==> src/sv/rsr_pkg.sv <==
`default_nettype none
package rsr_pkg;

   // field widths fixed by the item format
   localparam int SAMPLE_W = 16;
   localparam int VALUE_W  = 48;
   localparam int SUM_W    = 29;
   localparam int SQSUM_W  = 43;
   localparam int COUNT_W  = 13;
   localparam int EXT_W    = 17;
   localparam int MODE_W   = 3;

   localparam int MAX_RUN_DEF = 4096;

   // statistic codes
   localparam logic [MODE_W-1:0] MODE_MEAN   = 3'd0;
   localparam logic [MODE_W-1:0] MODE_SUM    = 3'd1;
   localparam logic [MODE_W-1:0] MODE_VAR    = 3'd2;
   localparam logic [MODE_W-1:0] MODE_STD    = 3'd3;
   localparam logic [MODE_W-1:0] MODE_MIN    = 3'd4;
   localparam logic [MODE_W-1:0] MODE_MAX    = 3'd5;
   localparam logic [MODE_W-1:0] MODE_ABSMAX = 3'd6;
   localparam logic [MODE_W-1:0] MODE_MAGMAX = 3'd7;

   typedef struct packed {
      logic signed [SAMPLE_W-1:0] sample;
      logic                       sample_finite;
      logic                       run_end;
   } req_type;

   typedef struct packed {
      logic signed [VALUE_W-1:0] stat_value;
      logic                      stat_defined;
   } rsp_type;

   // run summary handed from front to back
   typedef struct packed {
      logic [MODE_W-1:0]         statistic;
      logic signed [SUM_W-1:0]   sum;
      logic [SQSUM_W-1:0]        sqsum;
      logic [COUNT_W-1:0]        count;
      logic signed [EXT_W-1:0]   extreme;
      logic                      seen;
   } job_type;

endpackage
`default_nettype wire

==> src/sv/rsr_queue.sv <==
`default_nettype none
module rsr_queue
   import rsr_pkg::*;
(
   input  wire logic    clock,
   input  wire logic    reset,
   input  wire logic    push,
   input  wire job_type push_job,
   output logic         full,
   input  wire logic    pop,
   output logic         pop_valid,
   output job_type      pop_job
);

   job_type    mem_ff [2];
   logic       wr_ff, rd_ff;
   logic [1:0] fill_ff;

   assign full      = (fill_ff == 2'd2);
   assign pop_valid = (fill_ff != 2'd0);
   assign pop_job   = mem_ff[rd_ff];

   // storage
   always_ff @(posedge clock) begin
      if (push) begin
         mem_ff[wr_ff] <= push_job;
      end
   end

   // pointers and fill level
   always_ff @(posedge clock) begin
      if (reset) begin
         wr_ff   <= 1'b0;
         rd_ff   <= 1'b0;
         fill_ff <= 2'd0;
      end else begin
         if (push) wr_ff <= ~wr_ff;
         if (pop)  rd_ff <= ~rd_ff;
         fill_ff <= fill_ff + {1'b0, push} - {1'b0, pop};
      end
   end

endmodule
`default_nettype wire

==> config.mk <==
export PLATFORM = sky130hd
export DESIGN_NAME = rsr_queue
export DESIGN_NICKNAME = d
export VERILOG_FILES = /design/src/sv/rsr_pkg.sv /design/src/sv/rsr_queue.sv
export SDC_FILE = /design/constraint.sdc
export NUM_CORES = 1
export LEC_CHECK = 0
export CAP_MARGIN = 30
export CORE_ASPECT_RATIO = 1.75
export CORE_MARGIN = 2
export CORE_UTILIZATION = 30
export CTS_CLUSTER_DIAMETER = 80
export DETAILED_ROUTE_END_ITERATION = 8
export DONT_BUFFER_PORTS = 1
export PLACE_DENSITY_LB_ADDON = 0.08
export SETUP_SLACK_MARGIN = 0.02
export SKIP_LAST_GASP = 1
export SLEW_MARGIN = 10
export SYNTH_ARGS = -nofsm -noshare
export SYNTH_HDL_FRONTEND = slang
export SYNTH_SLANG_ARGS = --single-unit
==> constraint.sdc <==
create_clock -name clock -period 8.2 [get_ports clock]
set_input_delay 2.46 -clock clock [delete_from_list [all_inputs] [get_ports clock]]
set_output_delay 2.46 -clock clock [all_outputs]
set_load 0.02 [all_outputs]
---- Word level (Yosys, flattened, before mapping) ----
Memories as Yosys holds them, arrays and structs flattened. A register that Yosys moved wholly into a read port is not among the register bits.
Cells that the tools add are included.
Widths: inputs -> output; s select.
storage, ports and cells
  memories kept ........................... 1
  bits of input ports ..................... 110
  flip-flop bits (word level) ............. 4
  RAM bits ................................ 212
  logic and storage cells ................. 14
  output and inout port bits .............. 108
operators by class
  bitwise logic cells ..................... 2
  muxes and demuxes ....................... 4
  reduce and logical (&&, ||, !) cells .... 1
  equality and inequality tests ........... 1
  add/subtract/negate cells ............... 2
memories
  name    depth  width  rd ports  clocked after memory_dff  write ports  line             source
  mem_ff  2      106    1         1                         1            rsr_queue.sv:15  job_type mem_ff [2];
operators by type and width
  cell                number
  $mux 1              4
  $add 2x1->2         1
  $eq 2x2->1 const B  1
  $not 1->1           2
  $reduce_bool 2->1   1
  $sub 2x1->2         1

---- Logic depth before layout (Yosys ltp) ----
  depth in word-level cells ............... 3
  gate-level depth with buffers ........... 6
  mapped depth without buffers ............ 6

---- Worst setup path before layout ----
Ideal clock, no wire load.
  kind .................................... in2reg
  start point ............................. input push
  end point ............................... memory mem_ff[0][0] in the netlist's numbering, enable pin
  path slack .............................. 0.547 ns
  data required time ...................... 7.615 ns
  path buffers ............................ 0
  stages on the path ...................... 1
  library setup time ...................... 0.585 ns
  arrival ................................. 7.068 ns
  path through ............................ nor2b_1
between the ends
  word-level cells in the longest chain between the ends .. 2
ends and longest elaborated chain
  what                          line             source
  start: declaration            rsr_queue.sv:7   input wire logic push,
  $mux 1                        rsr_queue.sv:25  if (push) begin
  $mux 1 (not written as such)  rsr_queue.sv:26  mem_ff[wr_ff] <= push_job;
  end: declaration              rsr_queue.sv:15
No other way between the ends.

==> impl_metrics.env <==
export IMPL_core_area_sq_um=26500
export IMPL_die_w_um=128
export IMPL_cts_setup_buffers=0
export IMPL_endpoint_kind="output pin"
export IMPL_max_cap_viol_count=0
export IMPL_gp_congestion=0.732
export IMPL_fin_util_pct=34.6
export IMPL_ys_warn_count=0
export IMPL_tns_ns=0
export IMPL_slowest_stage="buf_4"
export IMPL_finClkSkew_ns=0.0101
export IMPL_crit_required_ns=5.74
export IMPL_hold_start="rd_ff"
export IMPL_cts_clk_slew_worst_paths_ns=0.06
export IMPL_timing_final_crit_period_ns=4.78
export IMPL_crit_arrival_ns=2.32
export IMPL_cts_buffers_inserted=22
export IMPL_hold_ws_ns=0.519
export IMPL_synth_nets=463
export IMPL_ys_seq_area_share_pct=80.6
export IMPL_holdCritPathClass="flop to flop"
export IMPL_via_per_inst=4.53
export IMPL_regArea_sq_um=6470
export IMPL_rsz0062_at_grt="false"
export IMPL_ctsHoldBuffers=0
export IMPL_cts_buffer_depth=3
export IMPL_drc=0
export IMPL_start_kind="flop"
export IMPL_grt_usage_pct=10.9
export IMPL_grt_pass1_wl_um=22300
export IMPL_cpPeakStageDelay_ns=0.66
export IMPL_port_buffers=0
export IMPL_synthToLayoutAreaGrowth_pct=14.1
export IMPL_ir_worst_vdd_mv=0.183
export IMPL_clkSinkCount=217
export IMPL_slew_violations=0
export IMPL_synth_seq_cells=217
export IMPL_slew_headroom_pct=51.2
export IMPL_start_util_pct=30.3
export IMPL_cts_resized=0
export IMPL_drive_gt1_share_pct=38.6
export IMPL_p_leak_nw=3.04
export IMPL_n_antenna_cell=0
export IMPL_finalHoldViolations=0
export IMPL_ys_types=14
export IMPL_dp_hpwl_um=10600
export IMPL_outcome="complete, no violations"
export IMPL_worstSetupPathType="flop to output pin"
export IMPL_r2r_start="wr_ff"
export IMPL_grt_max_degree=55
export IMPL_fmax_mhz=209
export IMPL_avgSynthCellArea_sq_um=22.9
export IMPL_netlist_instances=351
export IMPL_fp_row_count=79
export IMPL_mostFrequentLayoutCells="edfxtp_1 (212), mux2_2 (66), mux2_4 (40)"
export IMPL_nets=482
export IMPL_setup_viol=0
export IMPL_firstDrtPassIters=4
export IMPL_vias=3214
export IMPL_pwr_density_cell_nw_per_um2=279
export IMPL_worstSkewPairLatency_ns=0.51
export IMPL_ant_nets=0
export IMPL_fin_area_sq_um=9160
export IMPL_post_dp_cell_area_sq_um=8430
export IMPL_wl_per_cell_um=22.5
export IMPL_fillers=2516
export IMPL_antenna_found_initial=1
export IMPL_grt_pass1_vias=3508
export IMPL_die_h_um=220
export IMPL_die_area_sq_um=28100
export IMPL_worstPathCellList="buf_4 > mux2_2"
export IMPL_cp_max_fo=53
export IMPL_multiInputGateArea_sq_um=1470
export IMPL_grt_ovfl_total=0
export IMPL_root_buffer="clkbuf_16"
export IMPL_final_common_cell="edfxtp_1"
export IMPL_num_io_pins=218
export IMPL_drtIter0Drc=132
export IMPL_synth_cell_area_sq_um=8030
export IMPL_h_tree_depth=1
export IMPL_tightest_slew_ns=0.731
export IMPL_period_share_pct=58.3
export IMPL_drt_wl_total_um=16000
export IMPL_cts_tree="yes"
final timing paths:
path / end / slack [ns] / cells past startpoint
min reg2reg: rd_ff / 0.52 / 2
min: rd_ff / 0.52 / 2
max: pop_job[48] / 3.42 / 2
max reg2reg: mem_ff[0][4] / 6.34 / 3
logic make-up (layout without fill, tap and decap cells):
group,count (synthesis),after routing,synth area share [%]
flops,217,217,80.6
xor+xnor,3,3,0.499
simple gates,9,9,0.577
buf+inv,14,49,1.31
mux,106,106,16.7
fa+ha+maj,2,2,0.312
critical path, delay by kind of cell, from the launching register on:
| family | cells | cell delay (ns) |
|---|---|---|
| buffers and inverters | 1 | 0.66 |
| flip-flops | 1 | 0.63 |
| multiplexers | 1 | 0.47 |
cell usage after synthesis (all sizes together):
| cell type | instances | share of area (%) |
|---|---|---|
| inv | 2 | 0.094 |
| nor2b | 3 | 0.23 |
| nor2 | 4 | 0.19 |
| ha | 2 | 0.31 |
| buf | 12 | 1.2 |
| dfxtp | 5 | 1.2 |
| xnor2 | 2 | 0.22 |
| or2 | 1 | 0.078 |
| edfxtp | 212 | 79 |
| mux2 | 106 | 17 |
| xnor3 | 1 | 0.28 |
| and2 | 1 | 0.078 |
routing by layer:
layer / vias up / part of all wire [%] / global-route usage, %
met4: 2 / 4.0 / 5.42
li1: 1421 / - / -
met1: 1606 / 29 / 9.25
met3: 38 / 10 / 4.74
met2: 147 / 57 / 21.0
met5: - / 0.081 / 0
sequential cells by signal, indices dropped and copies added (netlist names), named ones only:
| signal | flops |
|---|---|
| mem_ff | 212 |
| fill_ff | 2 |
| rd_ff | 1 |
| wr_ff | 1 |
cell type report:
cell class | instances | share of cell area (%)
clock inverter | 13 | 1.30
sequential | 217 | 70.7
timing repair buffer | 7 | 1.07
clock buffer | 27 | 6.45
multi-input combinational | 120 | 16.0
tap | 324 | 4.43
inverter | 2 | 0.0820
stage by stage:
stage | setup WS, ns | std cells | total power [mW]
3_5_place_dp | 3.44 | 669 | 1.60
4_1_cts | 2.89 | 709 | 2.61
2_1_floorplan | 0.547 | 351 | 1.56
3_3_place_gp | 3.50 | 667 | 1.60
6_report | 3.42 | 710 | 2.55
5_1_grt | 3.26 | 710 | 2.66
power by group:
| part | total [mW] | internal, mW | switching, mW | leakage [nW] |
|---|---|---|---|---|
| clock | 0.983 | 0.576 | 0.406 | 0.343 |
| combinational | 0.252 | 0.0907 | 0.162 | 0.664 |
| sequential | 1.32 | 1.30 | 0.0242 | 2.03 |
| total | 2.55 | 1.96 | 0.592 | 3.04 |
No activity file was read; power rests on OpenSTA's default activity.
