<file path="config.mk">
export PLATFORM = sky130hd
export DESIGN_NAME = rsr_back
export DESIGN_NICKNAME = d
export VERILOG_FILES = /design/src/sv/rsr_pkg.sv /design/src/sv/rsr_back.sv
export SDC_FILE = /design/constraint.sdc
export NUM_CORES = 2
export LEC_CHECK = 0
export BUFFER_PORTS_ARGS = -buffer_cell sky130_fd_sc_hd__buf_2
export CORE_UTILIZATION = 25
export CTS_BUF_LIST = sky130_fd_sc_hd__clkbuf_8
export DETAILED_ROUTE_END_ITERATION = 6
export PLACE_DENSITY_LB_ADDON = 0.05
export SLEW_MARGIN = 20
export SYNTH_ARGS = -nofsm -noshare
export SYNTH_HDL_FRONTEND = slang
export SYNTH_SLANG_ARGS = --single-unit
export TNS_END_PERCENT = 30
</file>
<file path="constraint.sdc">
create_clock -name clock -period 16 [get_ports clock]
set_input_delay 0.8 -clock clock [delete_from_list [all_inputs] [get_ports clock]]
set_output_delay 0.8 -clock clock [all_outputs]
set_load 0.05 [all_outputs]
</file>
<file path="src/sv/rsr_pkg.sv">
`default_nettype none
package rsr_pkg;

   // field widths fixed by the item format
   localparam int SAMPLE_W = 16;
   localparam int VALUE_W  = 48;
   localparam int SUM_W    = 29;
   localparam int SQSUM_W  = 43;
   localparam int COUNT_W  = 13;
   localparam int EXT_W    = 17;
   localparam int MODE_W   = 3;

   localparam int MAX_RUN_DEF = 4096;

   // statistic codes
   localparam logic [MODE_W-1:0] MODE_MEAN   = 3'd0;
   localparam logic [MODE_W-1:0] MODE_SUM    = 3'd1;
   localparam logic [MODE_W-1:0] MODE_VAR    = 3'd2;
   localparam logic [MODE_W-1:0] MODE_STD    = 3'd3;
   localparam logic [MODE_W-1:0] MODE_MIN    = 3'd4;
   localparam logic [MODE_W-1:0] MODE_MAX    = 3'd5;
   localparam logic [MODE_W-1:0] MODE_ABSMAX = 3'd6;
   localparam logic [MODE_W-1:0] MODE_MAGMAX = 3'd7;

   typedef struct packed {
      logic signed [SAMPLE_W-1:0] sample;
      logic                       sample_finite;
      logic                       run_end;
   } req_type;

   typedef struct packed {
      logic signed [VALUE_W-1:0] stat_value;
      logic                      stat_defined;
   } rsp_type;

   // run summary handed from front to back
   typedef struct packed {
      logic [MODE_W-1:0]         statistic;
      logic signed [SUM_W-1:0]   sum;
      logic [SQSUM_W-1:0]        sqsum;
      logic [COUNT_W-1:0]        count;
      logic signed [EXT_W-1:0]   extreme;
      logic                      seen;
   } job_type;

endpackage
`default_nettype wire

</file>
<file path="src/sv/rsr_back.sv">
`default_nettype none
module rsr_back
   import rsr_pkg::*;
(
   input  wire logic    clock,
   input  wire logic    reset,
   input  wire logic    job_valid,
   input  wire job_type job,
   output logic         pop,
   output logic         rsp_valid,
   input  wire logic    rsp_stall,
   output rsp_type      rsp_data
);

   localparam int PROD_W = 56;
   localparam int DEN_W  = 24;
   localparam int DQ_W   = 71;
   localparam int RAD_W  = 48;
   localparam int ROOT_W = 24;
   localparam int SREM_W = 26;
   localparam int ABS_W  = 28;

   localparam logic [2:0] ST_IDLE  = 3'd0;
   localparam logic [2:0] ST_PREP  = 3'd1;
   localparam logic [2:0] ST_SETUP = 3'd2;
   localparam logic [2:0] ST_DIV   = 3'd3;
   localparam logic [2:0] ST_SQRT  = 3'd4;

   logic [2:0]         state_ff;
   job_type            job_ff;
   logic [PROD_W-1:0]  a_ff, b_ff;
   logic [DEN_W-1:0]   den_ff;
   logic [DEN_W-1:0]   rem_ff;
   logic [DQ_W-1:0]    dq_ff;
   logic               neg_ff;
   logic [6:0]         step_ff;
   logic [RAD_W-1:0]   rad_ff;
   logic [ROOT_W-1:0]  root_ff;
   logic [SREM_W-1:0]  srem_ff;
   logic               rsp_valid_ff;
   rsp_type            rsp_data_ff;

   logic [ABS_W-1:0]   abs_sum;
   logic [PROD_W-1:0]  num;
   logic [DEN_W:0]     div_t;
   logic               div_ge;
   logic [SREM_W+1:0]  sq_t, sq_trial;
   logic               sq_ge;
   logic [VALUE_W-1:0] q48;

   assign rsp_valid = rsp_valid_ff;
   assign rsp_data  = rsp_data_ff;
   assign pop       = (state_ff == ST_IDLE) && job_valid && (!rsp_valid_ff || !rsp_stall);

   // datapath helpers
   always_comb begin
      abs_sum  = job_ff.sum[SUM_W-1] ? ABS_W'(-job_ff.sum) : ABS_W'(job_ff.sum);
      num      = (a_ff > b_ff) ? (a_ff - b_ff) : '0;
      div_t    = {rem_ff, dq_ff[DQ_W-1]};
      div_ge   = div_t >= {1'b0, den_ff};
      sq_t     = {srem_ff, rad_ff[RAD_W-1 -: 2]};
      sq_trial = {2'b00, root_ff, 2'b01};
      sq_ge    = sq_t >= sq_trial;
      q48      = dq_ff[VALUE_W-1:0];
   end

   // sequencer: products, shared divider, square root
   always_ff @(posedge clock) begin
      if (reset) begin
         state_ff     <= ST_IDLE;
         rsp_valid_ff <= 1'b0;
      end else begin
         if (rsp_valid_ff && !rsp_stall) rsp_valid_ff <= 1'b0;
         case (state_ff)
            ST_IDLE: begin
               if (pop) begin
                  job_ff   <= job;
                  state_ff <= ST_PREP;
               end
            end
            ST_PREP: begin
               a_ff     <= PROD_W'(job_ff.count) * PROD_W'(job_ff.sqsum);
               b_ff     <= PROD_W'(abs_sum) * PROD_W'(abs_sum);
               den_ff   <= DEN_W'(job_ff.count) * DEN_W'(job_ff.count - 1'b1);
               state_ff <= ST_SETUP;
            end
            ST_SETUP: begin
               rem_ff  <= '0;
               step_ff <= '0;
               neg_ff  <= job_ff.sum[SUM_W-1];
               case (job_ff.statistic)
                  MODE_MEAN: begin
                     if (job_ff.count == '0) begin
                        rsp_data_ff  <= '{stat_value: '0, stat_defined: 1'b0};
                        rsp_valid_ff <= 1'b1;
                        state_ff     <= ST_IDLE;
                     end else begin
                        dq_ff    <= {{(DQ_W-ABS_W-8){1'b0}}, abs_sum, 8'd0};
                        den_ff   <= DEN_W'(job_ff.count);
                        state_ff <= ST_DIV;
                     end
                  end
                  MODE_SUM: begin
                     rsp_data_ff  <= '{stat_value: VALUE_W'(job_ff.sum) <<< 8,
                                      stat_defined: 1'b1};
                     rsp_valid_ff <= 1'b1;
                     state_ff     <= ST_IDLE;
                  end
                  MODE_VAR, MODE_STD: begin
                     if (job_ff.count < COUNT_W'(2)) begin
                        rsp_data_ff  <= '{stat_value: '0, stat_defined: 1'b0};
                        rsp_valid_ff <= 1'b1;
                        state_ff     <= ST_IDLE;
                     end else begin
                        dq_ff    <= {num[DQ_W-17:0], 16'd0};
                        state_ff <= ST_DIV;
                     end
                  end
                  default: begin
                     if (job_ff.seen) begin
                        rsp_data_ff <= '{stat_value: VALUE_W'(job_ff.extreme) <<< 8,
                                         stat_defined: 1'b1};
                     end else begin
                        rsp_data_ff <= '{stat_value: '0, stat_defined: 1'b0};
                     end
                     rsp_valid_ff <= 1'b1;
                     state_ff     <= ST_IDLE;
                  end
               endcase
            end
            ST_DIV: begin
               if (step_ff == 7'(DQ_W)) begin
                  step_ff <= '0;
                  case (job_ff.statistic)
                     MODE_MEAN: begin
                        rsp_data_ff  <= '{stat_value: neg_ff ? -q48 : q48,
                                         stat_defined: 1'b1};
                        rsp_valid_ff <= 1'b1;
                        state_ff     <= ST_IDLE;
                     end
                     MODE_STD: begin
                        rad_ff   <= dq_ff[RAD_W-1:0];
                        root_ff  <= '0;
                        srem_ff  <= '0;
                        state_ff <= ST_SQRT;
                     end
                     default: begin
                        rsp_data_ff  <= '{stat_value: dq_ff[VALUE_W+15:16],
                                         stat_defined: 1'b1};
                        rsp_valid_ff <= 1'b1;
                        state_ff     <= ST_IDLE;
                     end
                  endcase
               end else begin
                  rem_ff  <= div_ge ? DEN_W'(div_t - {1'b0, den_ff}) : div_t[DEN_W-1:0];
                  dq_ff   <= {dq_ff[DQ_W-2:0], div_ge};
                  step_ff <= step_ff + 1'b1;
               end
            end
            ST_SQRT: begin
               if (step_ff == 7'(ROOT_W)) begin
                  rsp_data_ff  <= '{stat_value: VALUE_W'(root_ff), stat_defined: 1'b1};
                  rsp_valid_ff <= 1'b1;
                  state_ff     <= ST_IDLE;
               end else begin
                  srem_ff <= sq_ge ? SREM_W'(sq_t - sq_trial) : SREM_W'(sq_t);
                  root_ff <= {root_ff[ROOT_W-2:0], sq_ge};
                  rad_ff  <= {rad_ff[RAD_W-3:0], 2'b00};
                  step_ff <= step_ff + 1'b1;
               end
            end
            default: begin
               state_ff <= ST_IDLE;
            end
         endcase
      end
   end

endmodule
`default_nettype wire

</file>
# Word-level counts from Yosys, hierarchy flattened
# Cells that the tools add are included.
# word_totals
elab_cells	136
output_inout_bits	51
ff_bits	496
# classes
addsub	7
order_cmp	4
mul	3
n_eq_ne	23
bitwise_logic	1
muxes	54
reduce_logical	24
# op_table
cell	n
$pmux W49 S3	2
$pmux W71 S2	2
$mux W49	5
$mux W71	3
$mux W48	4
$mux W24	7
$pmux W24 S2	3
$mux W26	4
$pmux W49 S2	1
$pmux W48 S2	1
$gt A56 B56 Y1	1
$mul A13 B43 Y56	1
$mul A28 B28 Y56	1
$mux W55	1
$sub A55 B55 Y55	1
$pmux W26 S2	1
$neg A48 Y48	1
$ge A28 B26 Y1	1
$mux W28	1
$neg A28 Y28	1
$sub A26 B26 Y26	1
$ge A25 B24 Y1	1
$mul A14 B14 Y24	1
$sub A24 B24 Y24	1
35 further kinds	70

# Logic depth before layout (Yosys ltp)
# depth
depth_word	6
ltp_mapped	37
ltp_nobuf	35

# Worst setup path before layout
# No wires, ideal clock.
# synth_path
path_type	input to register
start	input reset
end	register job_ff[0] in the netlist's numbering (enable)
path_slack_ns	4.127
setup_time_ns	0.831
arrival_time_ns	11.042
required_ns	15.169
n_path_buf	1
path_stages	2
path_cell_list	clkbuf_1 > nor4_1
# synth_between
elab_chain_len	2
# synth_rtl
item	line	source
start, declared	rsr_back.sv:6	input wire logic reset,
$not A1 Y1 (no source line)	--	
$reduce_and A3 Y1 (no source line)	--	
end signal, assigned	rsr_back.sv:77	job_ff <= job;
end, declared	rsr_back.sv:30	job_type job_ff;
# No other way between the ends.
# A chain may end at the register's enable or synchronous reset.

# Worst setup path after layout
# layout_path
start	register job_ff[79] in the netlist's numbering
end	register b_ff[40] (data pin)
# layout_between
elab_chain_len	3
# layout_rtl
item	line	source
$neg A28 Y28	rsr_back.sv:57	abs_sum = job_ff.sum[SUM_W-1] ? ABS_W'(-job_ff.sum) : ABS_W'(job_ff.sum);
$mux W28 (*)	rsr_back.sv:57	
$mul A28 B28 Y56 (*)	rsr_back.sv:83	b_ff <= PROD_W'(abs_sum) * PROD_W'(abs_sum);
end signal, assigned	rsr_back.sv:83	
end, declared	rsr_back.sv:31	logic [PROD_W-1:0] a_ff, b_ff;
# Mark *: on every way between the ends. The rest lies on a longest branch, timed or not.

==> flow_metrics.env <==
export IMPL_rr_startpoint="job_ff[79]$_DFFE_PP_"
export IMPL_ys_warn_count=0
export IMPL_initial_core_util_pct=25.2
export IMPL_ys_seq_area_share_pct=21.0
export IMPL_drive_above_1_share_pct=6.37
export IMPL_via_per_inst=4.48
export IMPL_hp_start="job[89]"
export IMPL_synth_seq_cells=495
export IMPL_cpMostUsedCell="fa_1"
export IMPL_hold_viol_final=0
export IMPL_grt_total_usage_pct=17.8
export IMPL_period_needed_ns=11.52
export IMPL_max_freq_ghz=0.0868
export IMPL_rrSetupSlack_ns=4.48
export IMPL_drt_first_pass_iters=5
export IMPL_syn_avg_cell_area_um2=9.52
export IMPL_rsz0062_at_grt="false"
export IMPL_vias=50600
export IMPL_rows=194
export IMPL_status="finished, final reports clean"
export IMPL_drtIter0Drc=2877
export IMPL_grt_remaining_overflow=0
export IMPL_cts_tree="built"
export IMPL_postCtsSetupBuffers=0
export IMPL_setup_viol=0
export IMPL_clock_sinks=495
export IMPL_ys_flop_type="edfxtp_1"
export IMPL_grt_pass1_wl_um=376000
export IMPL_synth_cell_types=82
export IMPL_crit_start="job_ff[79]$_DFFE_PP_"
export IMPL_die_w_um=534
export IMPL_fin_nets=9299
export IMPL_cp_max_fo=12
export IMPL_start_kind="flip-flop"
export IMPL_cts_htree_levels=3
export IMPL_cts_root_buffer="clkbuf_8"
export IMPL_drt_wirelength_per_cell_um=22.1
export IMPL_period_share_pct=72.0
export IMPL_drt_wl_total_um=249000
export IMPL_cp_end_kind="flip-flop"
export IMPL_syn_to_final_growth_pct=10.6
export IMPL_cts_buffer_depth=3
export IMPL_grt_pass1_vias=55100
export IMPL_path_class="reg -> reg"
export IMPL_worstPathRequired_ns=16.60
export IMPL_numCtsBuffers=101
export IMPL_finalClockSkew_ns=0.0827
export IMPL_die_area_um2=285000
export IMPL_cts_clk_slew_worst_paths_ns=0.06
export IMPL_syn_inst=7427
export IMPL_relSlewSlack_pct=25.5
export IMPL_fill_cells=30100
export IMPL_ant_nets=0
export IMPL_worstHoldPathType="in -> reg"
export IMPL_core_area_um2=280000
export IMPL_worst_pin_slew_ns=1.11
export IMPL_place_port_buffers=160
export IMPL_cap_violations=0
export IMPL_synth_fp_nets=9237
export IMPL_slowest_delay_ns=0.83
export IMPL_fin_setup_tns_ns=0
export IMPL_synth_async_reset_ratio_pct=0
export IMPL_antenna_found_initial=9
export IMPL_finalMaxSlewViolations=0
export IMPL_clock_latency_ns=0.87
export IMPL_worst_endpoint_arrival_ns=12.12
export IMPL_die_height_um=534
export IMPL_ios=161
export IMPL_dp_hpwl_um=195000
export IMPL_cp_slowest_cell="a2111oi_0"
export IMPL_grt_max_degree=87
export IMPL_syn_cell_area_um2=70700
export IMPL_remaining_drc_errors=0
export IMPL_synth_edf_count=491
export IMPL_place_gp_congestion=0.803
==> sequential cells by signal, summed over array words and instances (netlist names), 26 cells and up <==
| register | cells |
|---|---|
| a_ff | 56 |
| b_ff | 55 |
| dq_ff | 71 |
| job_ff | 106 |
| rad_ff | 48 |
| rsp_data | 49 |
| srem_ff | 26 |
==> final timing paths <==
kind	to	depth (start not counted)
setup / recovery	b_ff[40]$_DFFE_PP_	31
hold / removal	job_ff[89]$_DFFE_PP_	1
hold reg to reg	rad_ff[11]$_DFFE_PP_	2
setup reg to reg	b_ff[40]$_DFFE_PP_	31
==> layout make-up <==
type	instances	area, um^2	share of cell area (%)
antenna	3	7.51	0.00961
clock buffer	101	1390	1.78
clock inverter	81	641	0.820
inverter	1548	5810	7.44
multi-input combinational	5072	49200	62.9
sequential	495	14800	19.0
tap	3724	4660	5.96
timing repair buffer	271	1650	2.11
==> stage by stage <==
stage	cells	hold slack [ns]	setup slack [ns]	util, %	area [um^2]
after global routing	11300	0.0459	3.98	27.9	78100
after detailed placement	11100	0.493	4.59	27.1	76100
after CTS	11300	0.000437	4.50	27.9	78100
after global placement	11100	0.488	4.66	27.1	76100
final	11300	0.114	4.48	27.9	78200
after floorplan	7427	0.424	4.13	-	70700
==> cell families (layout without fill, tap and decap cells) <==
| logic type | after synthesis | count (layout) | synth area share, % |
|---|---|---|---|
| fa+ha+maj | 1700 | 1700 | 42.7 |
| mux | 41 | 41 | 0.586 |
| flops | 495 | 495 | 21.0 |
| buf+inv | 1860 | 2001 | 9.91 |
| xor+xnor | 297 | 297 | 3.71 |
| other cells | 0 | 3 | 0 |
| simple gates | 2125 | 2125 | 13.7 |
| compound gates | 909 | 909 | 8.41 |
==> repair_timing <==
| item | in CTS | in global routing |
|---|---|---|
| resized for setup | 0 | 0 |
| endpoints found under the hold margin | 4 | 0 |
| hold buffers | 4 | 0 |
==> critical path: cells and delay by family, from the launching register on <==
kind	cells	cell delay, ns
DFF	1	0.46
buffers and inverters	8	1.37
AOI/OAI and AO/OA	8	3.38
xor gates and xnor gates	2	0.31
and+or+nand+nor	5	1.84
adders and majority gates	8	3.87
==> cells in the final DEF, fill, tap and decap left out, types with 31 or more instances in the layout <==
cell type,netlist,routed
a21o_1,90,90
a21oi_1,239,239
a22o_1,35,35
a31oi_1,37,37
and2_1,203,202
and3_1,34,34
buf_2,10,160
buf_4,0,106
clkbuf_8,0,101
clkinv_1,9,36
edfxtp_1,491,491
fa_1,1187,1187
ha_1,513,513
inv_1,1533,1555
mux2i_1,38,38
nand2_1,949,949
nand2b_1,103,103
nand3_1,65,65
nand4_1,41,41
nor2_1,475,472
nor2b_1,75,75
nor3_1,60,58
o21a_1,37,37
o21ai_0,190,190
o31ai_1,32,32
or3_1,32,31
xnor2_1,172,157
xor2_1,124,114
==> synthesized netlist by cell type (18+ instances only) <==
master | number | area [um^2]
xor2_1 | 124 | 1090
a31oi_1 | 37 | 231
or3_1 | 32 | 200
a22oi_1 | 19 | 143
and2_1 | 203 | 1270
buf_1 | 26 | 97.6
clkbuf_1 | 275 | 1030
a221o_1 | 21 | 210
xnor2_1 | 172 | 1510
nand3_1 | 65 | 325
ha_1 | 513 | 6420
nor4_1 | 18 | 113
inv_1 | 1533 | 5750
a21oi_1 | 239 | 1200
o22ai_1 | 25 | 156
nand4_1 | 41 | 257
edfxtp_1 | 491 | 14700
fa_1 | 1187 | 23800
and3_1 | 34 | 213
nand2b_1 | 103 | 644
nor2b_1 | 75 | 469
a21o_1 | 90 | 676
nor3_1 | 60 | 300
nand2_1 | 949 | 3560
o21a_1 | 37 | 278
o21ai_0 | 190 | 951
mux2i_1 | 38 | 380
o21bai_1 | 30 | 225
a211oi_1 | 18 | 135
a211o_1 | 20 | 175
a22o_1 | 35 | 307
o31ai_1 | 32 | 240
nor2_1 | 475 | 1780
==> layer usage <==
layer	track usage, %	vias to the layer above	wire (um)
li1	-	23500	-
met3	1.75	185	7650
met4	3.00	0	3870
met2	29.0	879	116000
met1	25.7	26100	122000
met5	0	-	0
Power is left out: the tool's default activity adds up to more than one toggle a clock period on the data nets, which glitch-free logic cannot reach.
