===== config.mk =====
export PLATFORM = sky130hd
export DESIGN_NAME = rsr_front
export DESIGN_NICKNAME = d
export VERILOG_FILES = /design/src/sv/rsr_pkg.sv /design/src/sv/rsr_front.sv
export SDC_FILE = /design/constraint.sdc
export NUM_CORES = 1
export LEC_CHECK = 0
export BUFFER_PORTS_ARGS = -buffer_cell sky130_fd_sc_hd__buf_2
export CORE_MARGIN = 8
export CORE_UTILIZATION = 50
export CTS_CLUSTER_SIZE = 20
export DETAILED_ROUTE_END_ITERATION = 16
export GPL_ROUTABILITY_DRIVEN = 0
export GPL_TIMING_DRIVEN = 0
export PLACE_DENSITY_LB_ADDON = 0.3
export SYNTH_ARGS = -nofsm -noshare
export SYNTH_HDL_FRONTEND = slang
export SYNTH_SLANG_ARGS = --single-unit

===== constraint.sdc =====
create_clock -name clock -period 15.42 [get_ports clock]
set_input_delay 2.313 -clock clock [delete_from_list [all_inputs] [get_ports clock]]
set_output_delay 2.313 -clock clock [all_outputs]
set_load 0.01 [all_outputs]

===== src/sv/rsr_pkg.sv =====
`default_nettype none
package rsr_pkg;

   // field widths fixed by the item format
   localparam int SAMPLE_W = 16;
   localparam int VALUE_W  = 48;
   localparam int SUM_W    = 29;
   localparam int SQSUM_W  = 43;
   localparam int COUNT_W  = 13;
   localparam int EXT_W    = 17;
   localparam int MODE_W   = 3;

   localparam int MAX_RUN_DEF = 4096;

   // statistic codes
   localparam logic [MODE_W-1:0] MODE_MEAN   = 3'd0;
   localparam logic [MODE_W-1:0] MODE_SUM    = 3'd1;
   localparam logic [MODE_W-1:0] MODE_VAR    = 3'd2;
   localparam logic [MODE_W-1:0] MODE_STD    = 3'd3;
   localparam logic [MODE_W-1:0] MODE_MIN    = 3'd4;
   localparam logic [MODE_W-1:0] MODE_MAX    = 3'd5;
   localparam logic [MODE_W-1:0] MODE_ABSMAX = 3'd6;
   localparam logic [MODE_W-1:0] MODE_MAGMAX = 3'd7;

   typedef struct packed {
      logic signed [SAMPLE_W-1:0] sample;
      logic                       sample_finite;
      logic                       run_end;
   } req_type;

   typedef struct packed {
      logic signed [VALUE_W-1:0] stat_value;
      logic                      stat_defined;
   } rsp_type;

   // run summary handed from front to back
   typedef struct packed {
      logic [MODE_W-1:0]         statistic;
      logic signed [SUM_W-1:0]   sum;
      logic [SQSUM_W-1:0]        sqsum;
      logic [COUNT_W-1:0]        count;
      logic signed [EXT_W-1:0]   extreme;
      logic                      seen;
   } job_type;

endpackage
`default_nettype wire


===== src/sv/rsr_front.sv =====
`default_nettype none
module rsr_front
   import rsr_pkg::*;
#(
   parameter int MAX_RUN = MAX_RUN_DEF
) (
   input  wire logic    clock,
   input  wire logic    reset,
   input  wire logic    req_valid,
   output logic         req_stall,
   input  wire req_type req_data,
   input  wire logic    csr_valid,
   output logic         csr_ready,
   input  wire logic [MODE_W-1:0] csr_data,
   input  wire logic    queue_full,
   output logic         push,
   output job_type      push_job
);

   logic [MODE_W-1:0]       statistic_ff;
   logic signed [SUM_W-1:0] sum_ff, sum_in;
   logic [SQSUM_W-1:0]      sqsum_ff, sqsum_in;
   logic [COUNT_W-1:0]      count_ff, count_in;
   logic signed [EXT_W-1:0] extreme_ff, extreme_in;
   logic                    seen_ff, seen_in;

   logic                    accept, take;
   logic signed [EXT_W-1:0] s_ext, mag_s, mag_e;
   logic signed [31:0]      sq;

   assign req_stall = queue_full;
   assign csr_ready = 1'b1;
   assign accept    = req_valid & ~queue_full;

   // statistic register
   always_ff @(posedge clock) begin
      if (reset) begin
         statistic_ff <= MODE_MEAN;
      end else if (csr_valid) begin
         statistic_ff <= csr_data;
      end
   end

   // sample classification and next run state
   always_comb begin
      s_ext = EXT_W'(req_data.sample);
      mag_s = s_ext[EXT_W-1] ? -s_ext : s_ext;
      mag_e = extreme_ff[EXT_W-1] ? -extreme_ff : extreme_ff;
      sq    = req_data.sample * req_data.sample;
      take  = req_data.sample_finite && (count_ff < COUNT_W'(MAX_RUN));

      sum_in     = sum_ff;
      sqsum_in   = sqsum_ff;
      count_in   = count_ff;
      extreme_in = extreme_ff;
      seen_in    = seen_ff;
      if (take) begin
         sum_in   = sum_ff + SUM_W'(req_data.sample);
         sqsum_in = sqsum_ff + {{(SQSUM_W-32){1'b0}}, sq};
         count_in = count_ff + 1'b1;
         seen_in  = 1'b1;
         case (statistic_ff)
            MODE_MIN: begin
               if (!seen_ff || s_ext < extreme_ff) extreme_in = s_ext;
            end
            MODE_MAX: begin
               if (!seen_ff || s_ext > extreme_ff) extreme_in = s_ext;
            end
            MODE_ABSMAX: begin
               if (!seen_ff || mag_s > mag_e) extreme_in = mag_s;
            end
            MODE_MAGMAX: begin
               if (!seen_ff || mag_s > mag_e) extreme_in = s_ext;
            end
            default: begin
               extreme_in = extreme_ff;
            end
         endcase
      end
   end

   // hand the finished run to the back end
   assign push               = accept & req_data.run_end;
   assign push_job.statistic = statistic_ff;
   assign push_job.sum       = sum_in;
   assign push_job.sqsum     = sqsum_in;
   assign push_job.count     = count_in;
   assign push_job.extreme   = extreme_in;
   assign push_job.seen      = seen_in;

   // run accumulators
   always_ff @(posedge clock) begin
      if (reset || push) begin
         sum_ff     <= '0;
         sqsum_ff   <= '0;
         count_ff   <= '0;
         extreme_ff <= '0;
         seen_ff    <= 1'b0;
      end else if (accept) begin
         sum_ff     <= sum_in;
         sqsum_ff   <= sqsum_in;
         count_ff   <= count_in;
         extreme_ff <= extreme_in;
         seen_ff    <= seen_in;
      end
   end

endmodule
`default_nettype wire


* After elaboration in Yosys (flattened, before gate mapping)
Cells that the tools add are included.
Word-level totals: register bits after elaboration 106, bits of input ports 26, output and inout port bits 109, word-level logic and storage cells 41
Operators by class: $add $sub $neg 5, multiply operators 1, $lt $le $gt $ge 4, equal/unequal tests 4, muxes and demuxes 12, bitwise logic cells 3, reductions and logical operators 6
Operators with widths (count):
- 2-to-1 mux 17 bit | 7
- case mux 17 bit (4 select lines) | 1
- adder 43 x 32 -> 43 bit | 1
- 2-to-1 mux 43 bit | 1
- multiplier 16 x 16 -> 32 bit | 1
- adder 29 x 16 -> 29 bit | 1
- 2-to-1 mux 29 bit | 1
- greater-than comparator 16 x 17 -> 1 bit | 1
- greater-than comparator 17 bit | 1
- < comparator 16 x 17 -> 1 bit | 1
- negator 16 -> 17 bit | 1
- negator 17 bit | 1
- adder 13 x 1 -> 13 bit, second input constant | 1
- < comparator 13 bit, second input constant | 1
- 2-to-1 mux 13 bit | 1
- equality test 3 bit, second input constant | 4
- logical OR 1 bit | 4
- bitwise AND 1 bit | 2
- logical AND 1 bit | 1
- zero test 1 bit | 1
- 2-to-1 mux 1 bit | 1
- NOT 1 bit | 1

* Depth between registers and ports, before layout
Gate-level depths: netlist of the first run.
depth in word-level cells 7, mapped depth 38, mapped depth without buffers 34

* Least setup slack after synthesis of the first run
OpenSTA, ideal clock, no wires.
path type input to output, start point input port req_data[17] in the netlist's numbering, end point output port push_job[67] in the netlist's numbering, data arrival time 10.130 ns, data required time 13.107 ns, slack 2.977 ns, stages on the path 33, path buffers 4, cells stage by stage clkbuf_1 clkbuf_1 clkbuf_1 buf_1 nand2_1 inv_1 fa_1 inv_1 fa_1 inv_1 fa_1 fa_1 fa_1 inv_1 fa_1 inv_1 ha_1 a21o_1 a21o_1 a21oi_1 o21ai_0 o21ai_0 nand2b_1 a221oi_1 xnor2_1 ha_1 nand2_1 nor3_1 a31oi_1 nand3_1 nand2_1 nor4_1 xor2_1
RTL lines:
- from (decl) | RTL line rsr_front.sv:11 | input wire req_type req_data,
- to (decl) | RTL line rsr_front.sv:17 | output job_type push_job

==> flow_metrics.tcl, run 1 <==
set metrics [dict create \
    drt-total-wl_um 60300 \
    core_mm2 0.0377 \
    ys_warn_count 0 \
    wire_per_inst_um 19.8 \
    syn_inst 2390 \
    drc_errors 0 \
    io_buffer_count 133 \
    yosysSeqAreaShare 0.111 \
    clkTransAtPathRegs_ns 0.07 \
    critPathTopFamily "adder cells" \
    nNetsFinal 2985 \
    critPathBufInv 12 \
    synth_area_leaders "fa_1 (25%), ha_1 (12%), dfxtp_1 (11%)" \
    ys.flop_type "dfxtp_1" \
    vias 17800 \
    status "finished clean" \
    worst-path-max-fanout 16 \
    antenna_found_initial 0 \
    htree_levels 3 \
    hpwl_um 49500 \
    r2r_slack_ns 10.59 \
    post_synth_instance_area_mm2 0.0191 \
    rows 71 \
    grt_max_degree 18 \
    ys_ff_latch 106 \
    setup_violations 0 \
    arrival_ns 12.41 \
    drtIter0Drc 1464 \
    worst_slack_ns 0.693 \
    cts_tree "built" \
    fmax_ghz 0.0679 \
    yosys.area.top_type "fa_1" \
    worst_slew_pin_slew_ns 0.958 \
    hold_end "sqsum_ff[28]" \
    clock_sinks 106 \
    final_cell_mix "inv_1 (386), nand2_1 (259), fa_1 (239), ha_1 (186), nor2_1 (167)" \
    period_share 0.955 \
    cp_common_cell "fa_1" \
    drv_slew 0 \
    pre_cts_ws_ns 0.715 \
    syn_avg_cell_area_um2 8.01 \
    avgViaCountPerCell 5.84 \
    antenna_left 0 \
    synth_edf_count 0 \
    min_period_ns 14.73 \
    cp-end-kind "primary output" \
    area_growth_pct 8.34 \
    relSlewSlack 0.359 \
    ctsResizeCount 0 \
    synth_cell_type_count 83 \
    crit_slowest_cell "fa_1" \
    cts_buffer_depth 2 \
    fin_skew_ns 0.0213 \
    async_flop_share 0 \
    synth_nets 2841 \
    cpPeakStageDelay_ns 0.56 \
    grt_pass1_wl_um 96700 \
    cts_setup_buffers 0 \
    dr.pass1.iters 5 \
    min_path_cells 2 \
    cts_root_buf "clkbuf_16" \
    r2r-end "extreme_ff[3]" \
    rsz0062_at_grt "false" \
    numCtsBuffers 9 \
    layout_commonest_cell "inv_1" \
    crit_required_ns 13.11 \
    hp-start "sqsum_ff[28]" \
    tns_ns 0 \
    drive_gt1_frac 0.0768 \
    postCtsHoldBufs 0 \
    grt_usage 0.272 \
    n_antenna_cell 0 \
    hp-class "reg -> reg" \
    clock_latency_ns 0.38 \
    r2r_start "extreme_ff[2]" \
    grt_remaining_overflow 0 \
    die_area_mm2 0.0448 \
    crit_cells 36 \
    hold_viol_final 0 \
    die_w_um 212 \
    cp-start-kind "primary input" \
    grt_pass1_vias 18200 \
    ff2ff_path_depth 19 \
    die_y_um 212 \
    start_util 0.508 \
    crit_type "in -> out" \
    synthDominantCellAreaShare 0.250 \
    ios 135 \
    maxCapViolCount 0 \
]
## through the flow
step / cells / hold slack, ns / utilization / cell area [um^2]
2_1_floorplan: 2390 / 0.447 / - / 19100
3_3_place_gp: 3034 / 0.459 / 0.543 / 20400
3_5_place_dp: 3034 / 0.474 / 0.543 / 20400
4_1_cts: 3050 / 0.488 / 0.550 / 20700
5_1_grt: 3050 / 0.503 / 0.550 / 20700
6_report: 3050 / 0.489 / 0.550 / 20700
## layer usage
| metal | up-vias | routed length (um) | track usage |
|---|---|---|---|
| met5 | - | 0 | 0 |
| met4 | 0 | 3160 | 0.132 |
| met3 | 193 | 5490 | 0.0540 |
| met2 | 852 | 27300 | 0.439 |
| met1 | 8601 | 24300 | 0.345 |
| li1 | 8158 | - | - |
## worst min-delay path, delay by kind of cell (launching register included)
| family | cells | cell delay [ns] |
|---|---|---|
| compound gates | 1 | 0.06 |
| simple gates | 1 | 0.06 |
| flops | 1 | 0.33 |
## cell families (layout without fill, tap and decap cells)
family / after synthesis / after routing / synth area share
AND/OR/NAND/NOR: 667 / 667 / 0.162
AO/OA/AOI/OAI: 524 / 524 / 0.177
buffers and inverters: 498 / 647 / 0.100
adder cells (fa/ha/maj): 425 / 425 / 0.372
XOR/XNOR: 159 / 159 / 0.0738
flip-flops: 106 / 106 / 0.111
multiplexers: 9 / 9 / 0.00484
other: 2 / 2 / 0.000392
## how the worst max path moves through the flow
stage | start | to | slack, ns
finish | req_data[17] | push_job[68] | 0.69
global placement | req_data[17] | push_job[67] | 0.74
detailed placement | req_data[17] | push_job[67] | 0.72
floorplan | req_data[17] | push_job[67] | 2.98
CTS | req_data[17] | push_job[68] | 0.66
global route | req_data[17] | push_job[67] | 0.17
## sequential cells by signal, indices dropped and copies added (netlist names)
| signal | count |
|---|---|
| count_ff | 13 |
| extreme_ff | 17 |
| seen_ff | 1 |
| sqsum_ff | 43 |
| statistic_ff | 3 |
| sum_ff | 29 |
## final cells by class
class	instances	area, um^2
Timing Repair Buffer	133	666
Tap cell	511	639
Sequential cell	106	2120
Multi-Input combinational cell	1786	15100
Fill cell	3606	16900
Clock inverter	5	36.3
Clock buffer	11	253
Inverter	389	1460
Buffer	109	454
## cell usage after synthesis, types with 12 or more instances
master,n
inv_1,386
nand2_1,259
fa_1,239
ha_1,186
nor2_1,167
a21oi_1,141
o21ai_0,132
dfxtp_1,106
xnor2_1,100
clkbuf_1,81
xor2_1,58
a21o_1,56
and2_1,50
nand3_1,45
a211oi_1,24
nand2b_1,23
nand4_1,23
nor3_1,23
a31oi_1,18
o31ai_1,17
o21a_1,16
and3_1,14
buf_1,14
a221oi_1,13
o21bai_1,12
Power of run 1 is left out: the tool's default activity adds up to more than one toggle a clock period on the data nets, which glitch-free logic cannot reach.
==> run 2: changes to the inputs <==
- clock period: 15.42 -> 16.9 ns (I/O delays scaled with it)
==> run 2 against run 1 <==
Effect of this change:
- critical path depth unchanged
- non-clock buffer count unchanged
- utilization about the same
- clock-buffer cell count unchanged
- via count about the same
- critical path type unchanged
- sequential share of layout area about the same
==> flow_metrics.tcl, run 2 (synthesis gave the netlist of run 1 again) <==
set metrics [dict create \
    status "finished clean" \
    hold_viol_final 0 \
    grt_usage 0.272 \
    ios 135 \
    hpwl_um 49500 \
    cp-end-kind "primary output" \
    start_util 0.508 \
    maxCapViolCount 0 \
    relSlewSlack 0.348 \
    die_area_mm2 0.0448 \
    drt-total-wl_um 60200 \
    fin_skew_ns 0.0214 \
    min_path_cells 2 \
    hp-class "reg -> reg" \
    largest_register "sqsum_ff" \
    die_y_um 212 \
    worst_slew_pin_slew_ns 0.975 \
    cpPeakStageDelay_ns 0.56 \
    r2r_start "extreme_ff[2]" \
    cts_buffer_depth 2 \
    crit_cells 36 \
    grt_pass1_vias 18200 \
    r2r-end "extreme_ff[3]" \
    largest_reg_flops 43 \
    tns_ns 0 \
    ff2ff_path_depth 19 \
    hold_end "sqsum_ff[28]" \
    cp-start-kind "primary input" \
    r2r_slack_ns 12.07 \
    cts_tree "built" \
    multi_input_area_mm2 0.0151 \
    layout_commonest_cell "inv_1" \
    antenna_found_initial 0 \
    clock_latency_ns 0.38 \
    drv_slew 0 \
    min_period_ns 15.35 \
    design_area_mm2 0.0207 \
    crit_slowest_cell "clkbuf_1" \
    wire_per_inst_um 19.7 \
    nNetsFinal 2985 \
    core_mm2 0.0377 \
    regArea_mm2 0.00212 \
    drive_gt1_frac 0.0764 \
    hp-start "sqsum_ff[28]" \
    io_buffer_count 133 \
    postCtsHoldBufs 0 \
    vias 17800 \
    ctsResizeCount 0 \
    numCtsBuffers 9 \
    clkTransAtPathRegs_ns 0.08 \
    grt_max_degree 18 \
    antenna_left 0 \
    fmax_ghz 0.0652 \
    area_growth_pct 8.33 \
    arrival_ns 12.81 \
    cts_setup_buffers 0 \
    rsz0062_at_grt "false" \
    clock_sinks 106 \
    period_share 0.908 \
    worst-path-max-fanout 16 \
    dr.pass1.iters 5 \
    grt_pass1_wl_um 96700 \
    setup_violations 0 \
    cp_common_cell "fa_1" \
    critPathTopFamily "adder cells" \
    crit_required_ns 14.37 \
    htree_levels 3 \
    grt_remaining_overflow 0 \
    drtIter0Drc 1465 \
    nFillCells 3607 \
    top_regs "sqsum_ff (43), sum_ff (29), extreme_ff (17)" \
    crit_type "in -> out" \
    avgViaCountPerCell 5.84 \
    critPathBufInv 12 \
    final_cell_mix "inv_1 (386), nand2_1 (259), fa_1 (239), ha_1 (186), nor2_1 (167)" \
    die_w_um 212 \
    drc_errors 0 \
    cts_root_buf "clkbuf_16" \
    dpl_cell_area_mm2 0.0204 \
    rows 71 \
    n_antenna_cell 0 \
]
## run 2: cell counts in the layout (fill, tap and decap cells not counted)
No cell type changed its count.
## run 2: worst max-delay path by stage
stage,startpoint,to,slack (ns)
final,req_data[17],push_job[68],1.55
after global routing,req_data[17],push_job[67],0.99
after CTS,req_data[17],push_job[68],1.69
after detailed placement,req_data[17],push_job[67],1.75
after global placement,req_data[17],push_job[67],1.78
after floorplan,req_data[17],push_job[67],4.01
## run 2: worst register-to-register path, stage by stage (launching register included)
cell and delay [ns]:
dfxtp_1 0.30, clkbuf_1 0.20, nor2_1 0.23, nand4_1 0.20
or3_1 0.41, nand2b_1 0.19, o41ai_1 0.36, xnor2_1 0.17
ha_1 0.26, a21o_1 0.19, a211oi_1 0.30, nor2b_1 0.19
o211ai_1 0.12, a31o_1 0.22, buf_2 0.17, and2_1 0.19
buf_2 0.21, a221o_1 0.35, a211oi_1 0.28, o32ai_1 0.13
## run 2: final cells by class
cell class / count / share of cell area
Timing Repair Buffer: 133 / 0.0321
Multi-Input combinational cell: 1786 / 0.728
Clock inverter: 5 / 0.00175
Tap cell: 511 / 0.0308
Buffer: 109 / 0.0218
Sequential cell: 106 / 0.102
Clock buffer: 11 / 0.0122
Inverter: 389 / 0.0704
## run 2: through the flow
step / util / setup slack [ns] / hold WS [ns] / std cells
2_1_floorplan: - / 4.01 / 0.447 / 2390
3_3_place_gp: 0.543 / 1.78 / 0.459 / 3034
3_5_place_dp: 0.543 / 1.75 / 0.474 / 3034
4_1_cts: 0.550 / 1.69 / 0.488 / 3050
5_1_grt: 0.550 / 0.994 / 0.503 / 3050
6_report: 0.550 / 1.55 / 0.489 / 3050
## run 2: metal layers
metal	global-route usage	wire, um
met1	0.345	24300
met2	0.439	27300
met3	0.0540	5490
met4	0.132	3140
met5	0	0
Power of run 2 is left out for the same reason.
==> run 3: changes to the inputs <==
- CORE_UTILIZATION: 50 -> 55
- clock period: 16.9 -> 18.66 ns (I/O delays scaled with it)
==> run 3 against run 2 <==
Effect of this change:
- first-iteration DRC count grew 16%
- final cell count shrank 1.8%
- wire length shrank 0.32%
- sequential cell count is the same
- register-to-register slack gained 1.8 ns
- die area shrank 8.4%
- worst setup slack gained 1.2 ns
- utilization grew 5.1 points
- sequential share of layout area is essentially flat
- global-route usage grew 2.0 points
- critical path depth shrank 2
- critical endpoint unchanged
- largest cell class unchanged
==> flow_metrics.tcl, run 3 (synthesis gave the netlist of run 1 again) <==
set metrics [dict create \
    core_mm2 0.0344 \
    setup_violations 0 \
    grt_pass1_vias 18100 \
    drc_errors 0 \
    grt_usage 0.291 \
    status "finished clean" \
    hold_viol_final 0 \
    start_util 0.557 \
    r2r_start "extreme_ff[2]" \
    vias 17900 \
    drive_gt1_frac 0.0764 \
    die_area_mm2 0.0410 \
    relSlewSlack 0.307 \
    multi_input_area_mm2 0.0151 \
    numCtsBuffers 9 \
    tns_ns 0 \
    area_growth_pct 7.95 \
    io_buffer_count 133 \
    ctsResizeCount 0 \
    cts_root_buf "clkbuf_16" \
    top_regs "sqsum_ff (43), sum_ff (29), extreme_ff (17)" \
    clkTransAtPathRegs_ns 0.08 \
    postCtsHoldBufs 0 \
    clock_latency_ns 0.38 \
    nFillCells 3066 \
    die_w_um 203 \
    antenna_left 0 \
    pre_cts_ws_ns 2.98 \
    maxCapViolCount 0 \
    cts_setup_buffers 0 \
    grt_max_degree 20 \
    clock_sinks 106 \
    dr.pass1.iters 8 \
    period_share 0.853 \
    grt_pass1_wl_um 95800 \
    grt_remaining_overflow 0 \
    worst_slew_pin_slew_ns 1.04 \
    cpPeakStageDelay_ns 0.61 \
    arrival_ns 13.12 \
    fin_skew_ns 0.0152 \
    cts_buffer_depth 2 \
    hp-start "sqsum_ff[0]" \
    rows 68 \
    cp_common_cell "fa_1" \
    final_cell_mix "inv_1 (386), nand2_1 (259), fa_1 (239), ha_1 (186), nor2_1 (167)" \
    drtIter0Drc 1696 \
    worst-path-max-fanout 16 \
    worst_slack_ns 2.74 \
    hpwl_um 49000 \
    largest_reg_flops 43 \
    crit_slowest_cell "fa_1" \
    die_y_um 203 \
    crit_type "in -> out" \
    rsz0062_at_grt "false" \
    cts_tree "built" \
    drt-total-wl_um 60000 \
    fmax_ghz 0.0628 \
    antenna_found_initial 0 \
    cp-start-kind "primary input" \
    crit_required_ns 15.86 \
    ios 135 \
    avgViaCountPerCell 5.97 \
    nNetsFinal 2985 \
    drv_slew 0 \
    min_period_ns 15.92 \
    r2r_slack_ns 13.91 \
    n_antenna_cell 0 \
    wire_per_inst_um 20.1 \
    largest_register "sqsum_ff" \
    crit_start "req_data[17]" \
    layout_commonest_cell "inv_1" \
    cp-end-kind "primary output" \
    regArea_mm2 0.00212 \
    htree_levels 3 \
    hp-class "reg -> reg" \
]
-- run 3: cell count changes in the layout (fill, tap and decap cells not counted) --
cell / previous run / this run
clkbuf_8: 2 / 0
clkinv_2: 2 / 0
clkinvlp_4: 0 / 2
inv_6: 1 / 2
inv_8: 0 / 1
-- run 3: path summary, 6_finish.rpt --
path              depth (start not counted)            end
setup / recovery                         34   push_job[68]
hold / removal                            2    sqsum_ff[0]
setup reg to reg                         19  extreme_ff[7]
hold reg to reg                           2    sqsum_ff[0]
-- run 3: final cells by class --
class	count	share of cell area
Buffer	109	0.0219
Tap cell	455	0.0276
Clock buffer	9	0.0109
Inverter	389	0.0707
Multi-Input combinational cell	1786	0.731
Clock inverter	7	0.00297
Timing Repair Buffer	133	0.0322
Sequential cell	106	0.103
-- run 3: layer usage --
layer | up-vias | wire length (um) | GRT usage | part of all wire
li1 | 8161 | - | - | -
met1 | 8633 | 24200 | 0.370 | 0.40
met2 | 907 | 27300 | 0.478 | 0.45
met3 | 175 | 5560 | 0.0539 | 0.093
met4 | 0 | 2950 | 0.133 | 0.049
met5 | - | 0 | 0 | 0
-- run 3: per-stage QoR --
step	cells	utilization	hold WS [ns]	cell area (um^2)
floorplan	2390	-	0.447	19100
global placement	2978	0.593	0.457	20400
detailed placement	2978	0.593	0.469	20400
CTS	2994	0.601	0.481	20700
global route	2994	0.601	0.504	20700
finish	2994	0.601	0.481	20700
-- run 3: critical path, delay by kind of cell --
family | cells | cell delay [ns]
compound gates | 12 | 2.66
xor+xnor | 2 | 0.43
fa+ha+maj | 8 | 3.94
buf+inv | 10 | 2.97
simple gates | 2 | 0.26
Power of run 3 is left out for the same reason.
